## src/hdl/rlf_pkg.sv

```systemverilog
// rlf_pkg: shared widths, codes and structs of the rate limit fragmenter.
// No dependencies; compiled first.
package rlf_pkg;

    localparam int MAX_LINE_BYTES = 8192;
    localparam int LEN_W          = 13;
    localparam int CFG_W          = 16;
    localparam int COUNT_W        = 17;
    localparam int IDX_W          = 7;
    localparam int TIME_W         = 32;
    localparam int MIN_FRAG_LEN   = 128;
    localparam int DIV_W          = 17;
    localparam int QUOT_SHORT     = 7;
    localparam int DIV_CNT_W      = $clog2(DIV_W + 1);

    typedef enum logic [1:0] {
        ST_FRAG  = 2'd0,
        ST_EMPTY = 2'd1,
        ST_RATE  = 2'd2,
        ST_OVER  = 2'd3
    } status_t;

    typedef enum logic [1:0] {
        REG_RATE_LIMIT     = 2'd0,
        REG_WINDOW_SECONDS = 2'd1,
        REG_MAX_FRAG_LEN   = 2'd2,
        REG_MAX_FRAG_ID    = 2'd3
    } cfg_reg_t;

    typedef enum logic [2:0] {
        F_IDLE,
        F_CHECK,
        F_DIV,
        F_COUNT,
        F_MOD,
        F_PUSH
    } front_state_t;

    typedef struct packed {
        logic [CFG_W-1:0] rate_limit;
        logic [CFG_W-1:0] window_seconds;
        logic [CFG_W-1:0] max_fragment_length;
        logic [CFG_W-1:0] max_fragment_id;
    } cfg_t;

    typedef struct packed {
        status_t          status;
        logic [CFG_W-1:0] frag_id;
        logic [IDX_W-1:0] total;
        logic [LEN_W-1:0] len;
        logic [CFG_W-1:0] flen;
        logic             hdr;
    } job_t;

    typedef struct packed {
        logic             start;
        logic             short_div;
        logic [DIV_W-1:0] dividend;
        logic [CFG_W-1:0] divisor;
    } div_req_t;

    typedef struct packed {
        logic             done;
        logic [DIV_W-1:0] quot;
        logic [CFG_W-1:0] rem;
    } div_rsp_t;

endpackage

```

## src/hdl/rlf_if.sv

```systemverilog
// rlf_msg_if / rlf_frag_if: valid/ready channels for message and fragment words.
// Depends on rlf_pkg.
interface rlf_msg_if import rlf_pkg::*; ();
    logic              valid;
    logic              ready;
    logic [LEN_W-1:0]  line_length;
    logic              ends_with_newline;
    logic [TIME_W-1:0] now_seconds;

    modport source (output valid, line_length, ends_with_newline, now_seconds, input ready);
    modport sink   (input valid, line_length, ends_with_newline, now_seconds, output ready);
endinterface

interface rlf_frag_if import rlf_pkg::*; ();
    logic             valid;
    logic             ready;
    logic [1:0]       status;
    logic [CFG_W-1:0] fragment_id;
    logic [IDX_W-1:0] fragment_index;
    logic [IDX_W-1:0] fragment_total;
    logic [LEN_W-1:0] byte_start;
    logic [LEN_W-1:0] byte_length;
    logic             has_header;
    logic             last;

    modport source (output valid, status, fragment_id, fragment_index, fragment_total,
                    byte_start, byte_length, has_header, last, input ready);
    modport sink   (input valid, status, fragment_id, fragment_index, fragment_total,
                    byte_start, byte_length, has_header, last, output ready);
endinterface

```

## src/hdl/rlf_div.sv

```systemverilog
// rlf_div: restoring divider, one quotient bit per cycle.
// Short mode runs 7 steps when the quotient is known to fit 7 bits. Depends on rlf_pkg.
module rlf_div import rlf_pkg::*;
(
    input  logic     clk,
    input  logic     rst_n,
    input  div_req_t req,
    output div_rsp_t rsp
);

    localparam int SHORT_SHIFT = DIV_W - QUOT_SHORT;

    logic                 busy_reg, busy_next;
    logic                 done_reg, done_next;
    logic [DIV_CNT_W-1:0] cnt_reg, cnt_next;
    logic [CFG_W-1:0]     rem_reg, rem_next;
    logic [CFG_W-1:0]     dsr_reg, dsr_next;
    logic [DIV_W-1:0]     dvd_reg, dvd_next;
    logic [DIV_W-1:0]     quot_reg, quot_next;
    logic [CFG_W:0]       trial;
    logic                 qbit;

    always_ff @(posedge clk or negedge rst_n)
    begin
        if (!rst_n)
        begin
            busy_reg <= 1'b0;
            done_reg <= 1'b0;
            cnt_reg  <= '0;
        end
        else
        begin
            busy_reg <= busy_next;
            done_reg <= done_next;
            cnt_reg  <= cnt_next;
        end
    end

    always_ff @(posedge clk)
    begin
        rem_reg  <= rem_next;
        dsr_reg  <= dsr_next;
        dvd_reg  <= dvd_next;
        quot_reg <= quot_next;
    end

    always_comb
    begin
        trial     = {rem_reg, dvd_reg[DIV_W-1]};
        qbit      = (trial >= {1'b0, dsr_reg});
        busy_next = busy_reg;
        done_next = 1'b0;
        cnt_next  = cnt_reg;
        rem_next  = rem_reg;
        dsr_next  = dsr_reg;
        dvd_next  = dvd_reg;
        quot_next = quot_reg;
        if (req.start)
        begin
            busy_next = 1'b1;
            dsr_next  = req.divisor;
            quot_next = '0;
            if (req.short_div)
            begin
                // top bits already below the divisor
                rem_next = CFG_W'(req.dividend >> QUOT_SHORT);
                dvd_next = req.dividend << SHORT_SHIFT;
                cnt_next = DIV_CNT_W'(QUOT_SHORT);
            end
            else
            begin
                rem_next = '0;
                dvd_next = req.dividend;
                cnt_next = DIV_CNT_W'(DIV_W);
            end
        end
        else if (busy_reg)
        begin
            if (qbit)
                rem_next = CFG_W'(trial - {1'b0, dsr_reg});
            else
                rem_next = trial[CFG_W-1:0];
            dvd_next  = dvd_reg << 1;
            quot_next = {quot_reg[DIV_W-2:0], qbit};
            cnt_next  = cnt_reg - DIV_CNT_W'(1);
            if (cnt_reg == DIV_CNT_W'(1))
            begin
                busy_next = 1'b0;
                done_next = 1'b1;
            end
        end
    end

    assign rsp.done = done_reg;
    assign rsp.quot = quot_reg;
    assign rsp.rem  = rem_reg;

endmodule

```

## src/hdl/rlf_fifo.sv

```systemverilog
// rlf_fifo: two-entry job queue between front and back.
// Depends on rlf_pkg.
module rlf_fifo import rlf_pkg::*;
(
    input  logic clk,
    input  logic rst_n,
    input  logic push,
    input  job_t din,
    output logic full,
    input  logic pop,
    output job_t dout,
    output logic not_empty
);

    localparam int DEPTH = 2;
    localparam int AW    = $clog2(DEPTH);

    job_t          entry_reg [DEPTH];
    logic [AW-1:0] wr_ptr_reg, wr_ptr_next;
    logic [AW-1:0] rd_ptr_reg, rd_ptr_next;
    logic [AW:0]   fill_reg, fill_next;

    always_ff @(posedge clk or negedge rst_n)
    begin
        if (!rst_n)
        begin
            wr_ptr_reg <= '0;
            rd_ptr_reg <= '0;
            fill_reg   <= '0;
        end
        else
        begin
            wr_ptr_reg <= wr_ptr_next;
            rd_ptr_reg <= rd_ptr_next;
            fill_reg   <= fill_next;
        end
    end

    always_ff @(posedge clk)
    begin
        if (push)
            entry_reg[wr_ptr_reg] <= din;
    end

    always_comb
    begin
        wr_ptr_next = wr_ptr_reg;
        rd_ptr_next = rd_ptr_reg;
        fill_next   = fill_reg;
        if (push)
            wr_ptr_next = wr_ptr_reg + AW'(1);
        if (pop)
            rd_ptr_next = rd_ptr_reg + AW'(1);
        if (push && !pop)
            fill_next = fill_reg + (AW+1)'(1);
        else if (pop && !push)
            fill_next = fill_reg - (AW+1)'(1);
    end

    assign full      = (fill_reg == (AW+1)'(DEPTH));
    assign not_empty = (fill_reg != '0);
    assign dout      = entry_reg[rd_ptr_reg];

endmodule

```

## src/hdl/rlf_front.sv

```systemverilog
// rlf_front: accepts messages, runs window and rate checks, fragment count and id.
// Depends on rlf_pkg, rlf_if, rlf_div (via request/response structs).
module rlf_front import rlf_pkg::*;
(
    input  logic          clk,
    input  logic          rst_n,
    input  cfg_t          cfg,
    rlf_msg_if.sink       msg,
    output job_t          job,
    output logic          job_valid,
    input  logic          job_full,
    output div_req_t      div_req,
    input  div_rsp_t      div_rsp
);

    front_state_t       state_reg, state_next;
    logic [LEN_W-1:0]   len_reg, len_next;
    logic               nl_reg, nl_next;
    logic [TIME_W-1:0]  now_reg, now_next;
    logic [TIME_W-1:0]  win_start_reg, win_start_next;
    logic [COUNT_W-1:0] count_reg, count_next;
    logic [CFG_W-1:0]   cur_id_reg, cur_id_next;
    job_t               job_reg, job_next;

    logic [LEN_W-1:0]   len_cap;
    logic [LEN_W-1:0]   len_strip;
    logic [CFG_W-1:0]   flen_eff;
    logic [CFG_W-1:0]   id_limit;
    logic               expired;
    logic [COUNT_W-1:0] cnt_cur;
    logic               rate_on;
    logic [COUNT_W:0]   count_sum;
    logic [COUNT_W-1:0] count_sat;

    always_ff @(posedge clk or negedge rst_n)
    begin
        if (!rst_n)
        begin
            state_reg     <= F_IDLE;
            win_start_reg <= '0;
            count_reg     <= '0;
            cur_id_reg    <= '0;
        end
        else
        begin
            state_reg     <= state_next;
            win_start_reg <= win_start_next;
            count_reg     <= count_next;
            cur_id_reg    <= cur_id_next;
        end
    end

    always_ff @(posedge clk)
    begin
        len_reg <= len_next;
        nl_reg  <= nl_next;
        now_reg <= now_next;
        job_reg <= job_next;
    end

    always_comb
    begin
        if (32'(msg.line_length) > 32'(MAX_LINE_BYTES - 1))
            len_cap = LEN_W'(MAX_LINE_BYTES - 1);
        else
            len_cap = msg.line_length;
        len_strip = len_reg - LEN_W'(nl_reg);
        flen_eff  = (cfg.max_fragment_length < CFG_W'(MIN_FRAG_LEN)) ?
                    CFG_W'(MIN_FRAG_LEN) : cfg.max_fragment_length;
        id_limit  = (cfg.max_fragment_id == '0) ? CFG_W'(1) : cfg.max_fragment_id;
        expired   = ((now_reg - win_start_reg) >= TIME_W'(cfg.window_seconds));
        cnt_cur   = expired ? '0 : count_reg;
        rate_on   = (cfg.rate_limit != '0);
        count_sum = (COUNT_W+1)'(count_reg) + (COUNT_W+1)'(job_reg.total);
        count_sat = count_sum[COUNT_W] ? {COUNT_W{1'b1}} : count_sum[COUNT_W-1:0];
    end

    always_comb
    begin
        state_next     = state_reg;
        len_next       = len_reg;
        nl_next        = nl_reg;
        now_next       = now_reg;
        win_start_next = win_start_reg;
        count_next     = count_reg;
        cur_id_next    = cur_id_reg;
        job_next       = job_reg;
        div_req        = '0;
        job_valid      = 1'b0;
        case (state_reg)
            F_IDLE:
            begin
                if (msg.valid)
                begin
                    len_next   = len_cap;
                    nl_next    = msg.ends_with_newline;
                    now_next   = msg.now_seconds;
                    state_next = F_CHECK;
                end
            end
            F_CHECK:
            begin
                job_next.status  = ST_FRAG;
                job_next.frag_id = '0;
                job_next.total   = '0;
                job_next.hdr     = 1'b0;
                job_next.len     = len_strip;
                job_next.flen    = flen_eff;
                if (len_reg == '0)
                begin
                    job_next.status = ST_EMPTY;
                    state_next      = F_PUSH;
                end
                else
                begin
                    if (expired)
                    begin
                        win_start_next = now_reg;
                        count_next     = '0;
                    end
                    if (rate_on && (cnt_cur >= COUNT_W'(cfg.rate_limit)))
                    begin
                        job_next.status = ST_RATE;
                        state_next      = F_PUSH;
                    end
                    else if (len_strip == '0)
                    begin
                        job_next.status = ST_EMPTY;
                        state_next      = F_PUSH;
                    end
                    else
                    begin
                        // ceil(len / flen)
                        div_req.start     = 1'b1;
                        div_req.short_div = 1'b1;
                        div_req.dividend  = DIV_W'(len_strip) + DIV_W'(flen_eff) - DIV_W'(1);
                        div_req.divisor   = flen_eff;
                        state_next        = F_DIV;
                    end
                end
            end
            F_DIV:
            begin
                if (div_rsp.done)
                begin
                    job_next.total = div_rsp.quot[IDX_W-1:0];
                    state_next     = F_COUNT;
                end
            end
            F_COUNT:
            begin
                count_next = count_sat;
                state_next = F_PUSH;
                if (rate_on && (count_sat > COUNT_W'(cfg.rate_limit)))
                    job_next.status = ST_OVER;
                else if (job_reg.total > IDX_W'(1))
                begin
                    job_next.hdr = 1'b1;
                    if (cur_id_reg < id_limit)
                    begin
                        cur_id_next      = cur_id_reg + CFG_W'(1);
                        job_next.frag_id = cur_id_reg + CFG_W'(1);
                    end
                    else
                    begin
                        // id at or above the limit: reduce it modulo the limit
                        div_req.start    = 1'b1;
                        div_req.dividend = DIV_W'(cur_id_reg);
                        div_req.divisor  = id_limit;
                        state_next       = F_MOD;
                    end
                end
            end
            F_MOD:
            begin
                if (div_rsp.done)
                begin
                    cur_id_next      = div_rsp.rem + CFG_W'(1);
                    job_next.frag_id = div_rsp.rem + CFG_W'(1);
                    state_next       = F_PUSH;
                end
            end
            F_PUSH:
            begin
                job_valid = 1'b1;
                if (!job_full)
                    state_next = F_IDLE;
            end
            default:
            begin
                state_next = F_IDLE;
            end
        endcase
    end

    assign msg.ready = (state_reg == F_IDLE);
    assign job       = job_reg;

endmodule

```

## src/hdl/rlf_back.sv

```systemverilog
// rlf_back: turns queued jobs into result words, one fragment per cycle while frag.ready allows.
// Depends on rlf_pkg and rlf_if.
module rlf_back import rlf_pkg::*;
(
    input  logic        clk,
    input  logic        rst_n,
    input  job_t        job,
    input  logic        job_valid,
    output logic        job_pop,
    rlf_frag_if.source  frag
);

    logic             out_valid_reg, out_valid_next;
    logic [IDX_W-1:0] idx_reg, idx_next;
    logic [LEN_W-1:0] start_reg, start_next;

    status_t          status_reg, status_next;
    logic [CFG_W-1:0] id_reg, id_next;
    logic [IDX_W-1:0] index_reg, index_next;
    logic [IDX_W-1:0] total_reg, total_next;
    logic [LEN_W-1:0] bstart_reg, bstart_next;
    logic [LEN_W-1:0] blen_reg, blen_next;
    logic             hdr_reg, hdr_next;
    logic             last_reg, last_next;

    logic             load;
    logic [LEN_W-1:0] rest;
    logic [LEN_W-1:0] piece;
    logic [IDX_W-1:0] idx_inc;
    logic             is_last;

    always_ff @(posedge clk or negedge rst_n)
    begin
        if (!rst_n)
        begin
            out_valid_reg <= 1'b0;
            idx_reg       <= '0;
            start_reg     <= '0;
        end
        else
        begin
            out_valid_reg <= out_valid_next;
            idx_reg       <= idx_next;
            start_reg     <= start_next;
        end
    end

    always_ff @(posedge clk)
    begin
        status_reg <= status_next;
        id_reg     <= id_next;
        index_reg  <= index_next;
        total_reg  <= total_next;
        bstart_reg <= bstart_next;
        blen_reg   <= blen_next;
        hdr_reg    <= hdr_next;
        last_reg   <= last_next;
    end

    always_comb
    begin
        load    = job_valid && (!out_valid_reg || frag.ready);
        rest    = job.len - start_reg;
        piece   = (CFG_W'(rest) < job.flen) ? rest : LEN_W'(job.flen);
        idx_inc = idx_reg + IDX_W'(1);
        is_last = (idx_inc == job.total);

        out_valid_next = out_valid_reg;
        idx_next       = idx_reg;
        start_next     = start_reg;
        status_next    = status_reg;
        id_next        = id_reg;
        index_next     = index_reg;
        total_next     = total_reg;
        bstart_next    = bstart_reg;
        blen_next      = blen_reg;
        hdr_next       = hdr_reg;
        last_next      = last_reg;
        job_pop        = 1'b0;

        if (load)
        begin
            out_valid_next = 1'b1;
            status_next    = job.status;
            total_next     = job.total;
            if (job.status == ST_FRAG)
            begin
                id_next     = job.frag_id;
                index_next  = idx_inc;
                bstart_next = start_reg;
                blen_next   = piece;
                hdr_next    = job.hdr;
                last_next   = is_last;
                if (is_last)
                begin
                    job_pop    = 1'b1;
                    idx_next   = '0;
                    start_next = '0;
                end
                else
                begin
                    idx_next   = idx_inc;
                    start_next = LEN_W'(CFG_W'(start_reg) + job.flen);
                end
            end
            else
            begin
                id_next     = '0;
                index_next  = '0;
                bstart_next = '0;
                blen_next   = '0;
                hdr_next    = 1'b0;
                last_next   = 1'b1;
                job_pop     = 1'b1;
            end
        end
        else if (frag.ready)
            out_valid_next = 1'b0;
    end

    assign frag.valid          = out_valid_reg;
    assign frag.status         = status_reg;
    assign frag.fragment_id    = id_reg;
    assign frag.fragment_index = index_reg;
    assign frag.fragment_total = total_reg;
    assign frag.byte_start     = bstart_reg;
    assign frag.byte_length    = blen_reg;
    assign frag.has_header     = hdr_reg;
    assign frag.last           = last_reg;

endmodule

```

## src/hdl/windowed_rate_limit_fragmenter.sv

```systemverilog
// Windowed rate limiter and message fragmenter, top level with APB registers.
// A message passes F_CHECK, F_DIV, F_COUNT, F_PUSH, the queue and the back; empty or
// rate-dropped ones skip F_DIV and F_COUNT, and F_MOD sends the id through the
// divider when it reaches max_fragment_id. The front takes one message at a time
// (7-step divider for the count); the back emits one fragment per cycle when ready.
// Reset (rst_n, async, low): config to defaults, window, count and id cleared.
module windowed_rate_limit_fragmenter import rlf_pkg::*;
(
    input  logic        clk,
    input  logic        rst_n,
    input  logic        psel,
    input  logic        penable,
    input  logic        pwrite,
    input  logic [3:0]  paddr,
    input  logic [31:0] pwdata,
    output logic [31:0] prdata,
    output logic        pready,
    rlf_msg_if.sink     msg,
    rlf_frag_if.source  frag
);

    cfg_t       cfg_reg, cfg_next;
    logic       cfg_wr;
    logic [1:0] reg_sel;

    job_t       front_job;
    logic       front_valid;
    logic       fifo_full;
    logic       fifo_push;
    job_t       back_job;
    logic       back_valid;
    logic       back_pop;
    div_req_t   div_req;
    div_rsp_t   div_rsp;

    assign pready  = 1'b1;
    assign cfg_wr  = psel && penable && pwrite;
    assign reg_sel = paddr[3:2];

    always_ff @(posedge clk or negedge rst_n)
    begin
        if (!rst_n)
        begin
            cfg_reg.rate_limit          <= CFG_W'(0);
            cfg_reg.window_seconds      <= CFG_W'(1);
            cfg_reg.max_fragment_length <= CFG_W'(245);
            cfg_reg.max_fragment_id     <= CFG_W'(99);
        end
        else
            cfg_reg <= cfg_next;
    end

    always_comb
    begin
        cfg_next = cfg_reg;
        if (cfg_wr)
        begin
            case (reg_sel)
                REG_RATE_LIMIT:     cfg_next.rate_limit          = pwdata[CFG_W-1:0];
                REG_WINDOW_SECONDS: cfg_next.window_seconds      = pwdata[CFG_W-1:0];
                REG_MAX_FRAG_LEN:   cfg_next.max_fragment_length = pwdata[CFG_W-1:0];
                REG_MAX_FRAG_ID:    cfg_next.max_fragment_id     = pwdata[CFG_W-1:0];
                default:            cfg_next = cfg_reg;
            endcase
        end
    end

    always_comb
    begin
        case (reg_sel)
            REG_RATE_LIMIT:     prdata = 32'(cfg_reg.rate_limit);
            REG_WINDOW_SECONDS: prdata = 32'(cfg_reg.window_seconds);
            REG_MAX_FRAG_LEN:   prdata = 32'(cfg_reg.max_fragment_length);
            REG_MAX_FRAG_ID:    prdata = 32'(cfg_reg.max_fragment_id);
            default:            prdata = '0;
        endcase
    end

    assign fifo_push = front_valid && !fifo_full;

    rlf_div u_div
    (
        .clk (clk),
        .rst_n (rst_n),
        .req (div_req),
        .rsp (div_rsp)
    );

    rlf_front u_front
    (
        .clk       (clk),
        .rst_n     (rst_n),
        .cfg       (cfg_reg),
        .msg       (msg),
        .job       (front_job),
        .job_valid (front_valid),
        .job_full  (fifo_full),
        .div_req   (div_req),
        .div_rsp   (div_rsp)
    );

    rlf_fifo u_fifo
    (
        .clk       (clk),
        .rst_n     (rst_n),
        .push      (fifo_push),
        .din       (front_job),
        .full      (fifo_full),
        .pop       (back_pop),
        .dout      (back_job),
        .not_empty (back_valid)
    );

    rlf_back u_back
    (
        .clk       (clk),
        .rst_n     (rst_n),
        .job       (back_job),
        .job_valid (back_valid),
        .job_pop   (back_pop),
        .frag      (frag)
    );

endmodule

```

## src/flat_wrapper.sv

```systemverilog
// flat-port wrapper written by rule: the top's interface ports become plain ports
module windowed_rate_limit_fragmenter_flat import rlf_pkg::*;
  (clk, rst_n, psel, penable, pwrite, paddr, pwdata, prdata, pready, msg_valid, msg_line_length, msg_ends_with_newline, msg_now_seconds, msg_ready, frag_valid, frag_status, frag_fragment_id, frag_fragment_index, frag_fragment_total, frag_byte_start, frag_byte_length, frag_has_header, frag_last, frag_ready);
  rlf_msg_if msg_i ();
  rlf_frag_if frag_i ();
  input  logic clk;
  input  logic rst_n;
  input  logic psel;
  input  logic penable;
  input  logic pwrite;
  input  logic [3:0] paddr;
  input  logic [31:0] pwdata;
  output logic [31:0] prdata;
  output logic pready;
  input wire logic [$bits(msg_i.valid)-1:0] msg_valid;
  input wire logic [$bits(msg_i.line_length)-1:0] msg_line_length;
  input wire logic [$bits(msg_i.ends_with_newline)-1:0] msg_ends_with_newline;
  input wire logic [$bits(msg_i.now_seconds)-1:0] msg_now_seconds;
  output wire logic [$bits(msg_i.ready)-1:0] msg_ready;
  output wire logic [$bits(frag_i.valid)-1:0] frag_valid;
  output wire logic [$bits(frag_i.status)-1:0] frag_status;
  output wire logic [$bits(frag_i.fragment_id)-1:0] frag_fragment_id;
  output wire logic [$bits(frag_i.fragment_index)-1:0] frag_fragment_index;
  output wire logic [$bits(frag_i.fragment_total)-1:0] frag_fragment_total;
  output wire logic [$bits(frag_i.byte_start)-1:0] frag_byte_start;
  output wire logic [$bits(frag_i.byte_length)-1:0] frag_byte_length;
  output wire logic [$bits(frag_i.has_header)-1:0] frag_has_header;
  output wire logic [$bits(frag_i.last)-1:0] frag_last;
  input wire logic [$bits(frag_i.ready)-1:0] frag_ready;
  assign msg_i.valid = msg_valid;
  assign msg_i.line_length = msg_line_length;
  assign msg_i.ends_with_newline = msg_ends_with_newline;
  assign msg_i.now_seconds = msg_now_seconds;
  assign msg_ready = msg_i.ready;
  assign frag_valid = frag_i.valid;
  assign frag_status = frag_i.status;
  assign frag_fragment_id = frag_i.fragment_id;
  assign frag_fragment_index = frag_i.fragment_index;
  assign frag_fragment_total = frag_i.fragment_total;
  assign frag_byte_start = frag_i.byte_start;
  assign frag_byte_length = frag_i.byte_length;
  assign frag_has_header = frag_i.has_header;
  assign frag_last = frag_i.last;
  assign frag_i.ready = frag_ready;
  windowed_rate_limit_fragmenter u_core (.clk(clk), .rst_n(rst_n), .psel(psel), .penable(penable), .pwrite(pwrite), .paddr(paddr), .pwdata(pwdata), .prdata(prdata), .pready(pready), .msg(msg_i), .frag(frag_i));
endmodule
```

## config.mk

```make
export PLATFORM = sky130hd
export DESIGN_NAME = windowed_rate_limit_fragmenter_flat
export DESIGN_NICKNAME = d
export VERILOG_FILES = /design/src/hdl/rlf_pkg.sv /design/src/hdl/rlf_if.sv /design/src/hdl/rlf_div.sv /design/src/hdl/rlf_fifo.sv /design/src/hdl/rlf_front.sv /design/src/hdl/rlf_back.sv /design/src/hdl/windowed_rate_limit_fragmenter.sv /design/src/flat_wrapper.sv
export SDC_FILE = /design/constraint.sdc
export NUM_CORES = 1
export LEC_CHECK = 0
export BUFFER_PORTS_ARGS = -buffer_cell sky130_fd_sc_hd__buf_2
export CORE_MARGIN = 2
export CORE_UTILIZATION = 56
export DETAILED_ROUTE_END_ITERATION = 10
export HOLD_SLACK_MARGIN = 0.1
export PLACE_DENSITY_LB_ADDON = 0.05
export SLEW_MARGIN = 10
export SYNTH_ARGS = -nofsm -noshare
export SYNTH_HDL_FRONTEND = slang
export SYNTH_HIERARCHICAL = 1
export SYNTH_SLANG_ARGS = --single-unit
```

## constraint.sdc

```tcl
create_clock -name clk -period 8.1 [get_ports clk]
set_input_delay 0.405 -clock clk [delete_from_list [all_inputs] [get_ports clk]]
set_output_delay 0.405 -clock clk [all_outputs]
set_load 0.01 [all_outputs]
```

==> results.yml <==
status:
  status: "complete, no violations"
placed_design:
  portBuffers: 148
  place_ws_ps: 233
  gp_congestion: 0.928
  hpwl_um: 53700
  post_dp_cell_area_um2: 30000
  dp.cells: 3345
global_route:
  grt_pass1_vias: 19842
  grt_max_degree: 66
  gr-usage-met1_pct: 37.9
  grt_antenna_before_repair: 1
  globalRouteOverflowTotal: 0
  grtUsageMet2_pct: 43.8
  track_usage_pct: 26.9
  grt_pass1_wl_um: 112000
  busiest_layer: "met2"
  met3_usage_pct: 3.61
finish:
  antenna_cells: 0
  final_cells: 3502
  area_growth_pct: 12.7
  multi_input_comb_area_um2: 13500
  fin_nets: 3063
  n_fill_cell: 4132
  drive_gt1_share_pct: 17.8
  design_area_um2: 32400
  largest_reg_flops: 110
  final_util_pct: 63.5
  ff_latch_area_um2: 13900
worst_setup_path:
  path_class: "reg2reg"
  cp_slowest_cell: "o31ai_1"
  reg2reg_slack_ps: 480
  cp-start-kind: "register"
  cp.required_ps: 8540
  arrival_ps: 8060
  path_max_fanout: 19
  end_kind: "register"
  cpPeakStageDelay_ps: 460
clocking:
  clk_pin_slew_ps: 60
  numCtsBuffers: 52
  cts_root_buffer: "clkbuf_16"
  cts_max_level: 2
  clock_sinks: 491
  cts_tree: "built"
  clock_latency_ps: 620
  ctsLongestPathBuffers: 3
power_and_ir_drop:
  p_seq_share_pct: 31.8
  p_switching_uw: 5570
  report.power.total_uw: 13400
  pwr_density_cell_nw_per_um2: 413
  static-leakage-power_uw: 0.0138
  pwr-share-comb_pct: 49.6
  vdd_ir_drop_max_mv: 0.244
  p_int_uw: 7840
  switching_share_pct: 41.5
  clkPwrFrac_pct: 18.7
floorplanning:
  start_util_pct: 56.3
  fp.coreArea_um2: 51100
  die_area_um2: 53200
  ioPinCount: 184
  die_y_um: 231
  die_w_um: 231
  rows: 83
detailed_routing:
  wire_per_inst_um: 20.6
  ant_nets: 0
  finalWirelength_um: 72000
  num_vias: 20554
  first_iter_violations: 1626
  via_per_inst: 5.87
  drc: 0
  dr.pass1.iters: 6
timing:
  slew_violations: 0
  layout_setup_ws_ps: 482
  setup_viol: 0
  max_slew_margin_pct: 23.2
  max_slew.worst_pin.slew_ps: 1150
  fmax_mhz: 131
  worst_clock_skew_ps: 27.4
  fin_crit_sh_pct: 94.0
  period_needed_ps: 7620
  hold_viol_final: 0
run:
  cap_violations: 0
synthesis:
  synthesis.yosys.warnings: 6
  avgSynthCellArea_um2: 11.1
  netlist_instances: 2591
  netlist_area_um2: 28800
worst_hold_path:
  hp-class: "in2reg"
[what timing repair did]
item                                    in CTS  in global routing
hold endpoints to repair                   133                  0
endpoints found under the setup margin       0                 96
setup buffers                                0                  1
resized for setup                            0                  8
hold buffers                                58                  0
[layout make-up]
cell class / instances / area share (%)
clock buffer: 62 / 4.38
clock inverter: 36 / 1.28
inverter: 225 / 2.60
multi-input combinational: 1770 / 41.5
sequential: 491 / 42.7
tap: 680 / 2.62
timing repair buffer: 238 / 4.87
[metrics by stage]
step                hold WS, ps  setup TNS, ps
floorplan                   109              0
global placement            408              0
detailed placement          420              0
CTS                         101              0
global route                131           -148
finish                      138              0
[critical path, delay by kind of cell (launching register included)]
family	cells	cell delay [ps]
AO/OA/AOI/OAI	18	3690
XOR/XNOR	1	90
adder cells (fa/ha/maj)	3	810
buffers and inverters	2	450
flip-flops	1	400
multiplexers	1	140
AND/OR/NAND/NOR	9	1860
[power groups by stage]
stage / Sequential (uW) / Combinational (uW) / Clock, uW
floorplan: 4080 / 4930 / 0
global placement: 4270 / 6350 / 0
detailed placement: 4300 / 6490 / 0
CTS: 4250 / 6570 / 2550
global route: 4340 / 7350 / 2660
finish: 4260 / 6650 / 2510
[per-layer routing]
layer | vias up | wire length [um] | part of all wire [%]
met1 | 10094 | 32600 | 45
met5 | - | 0 | 0
met4 | 0 | 1760 | 2.4
met2 | 595 | 33500 | 47
li1 | 9772 | - | -
met3 | 93 | 4080 | 5.7
[path summary, 6_finish.rpt]
path,startpoint,endpoint,cells after the start
setup / recovery,u_core/u_front/now_reg[4],u_core/u_div/dvd_reg[15],34
hold / removal,pwdata[10],u_core/cfg_reg[42],2
setup reg to reg,u_core/u_front/now_reg[4],u_core/u_div/dvd_reg[15],34
hold reg to reg,u_core/u_front/job[15],u_core/u_fifo/entry_reg[0][15],0
max in group asynchronous,rst_n,u_core/u_front/win_start_reg[2],4
min in group asynchronous,rst_n,u_core/u_back/start_reg[2],2
[cell usage in the layout, fill, tap and decap left out, types with 38 or more instances in the layout]
| master | n |
|---|---|
| edfxtp_1 | 320 |
| inv_1 | 221 |
| nand2_1 | 199 |
| ha_1 | 190 |
| dfrtp_1 | 152 |
| nor2_1 | 152 |
| buf_2 | 147 |
| a21oi_1 | 141 |
| mux2_2 | 94 |
| o21ai_0 | 94 |
| xnor2_1 | 80 |
| dlygate4sd3_1 | 58 |
| and2_1 | 56 |
| clkbuf_16 | 53 |
| mux2_4 | 50 |
| nand3_1 | 46 |
| xor2_1 | 43 |
| nor3_1 | 38 |
| mux2i_1 | 38 |
No activity file was read; power rests on OpenSTA's default activity.
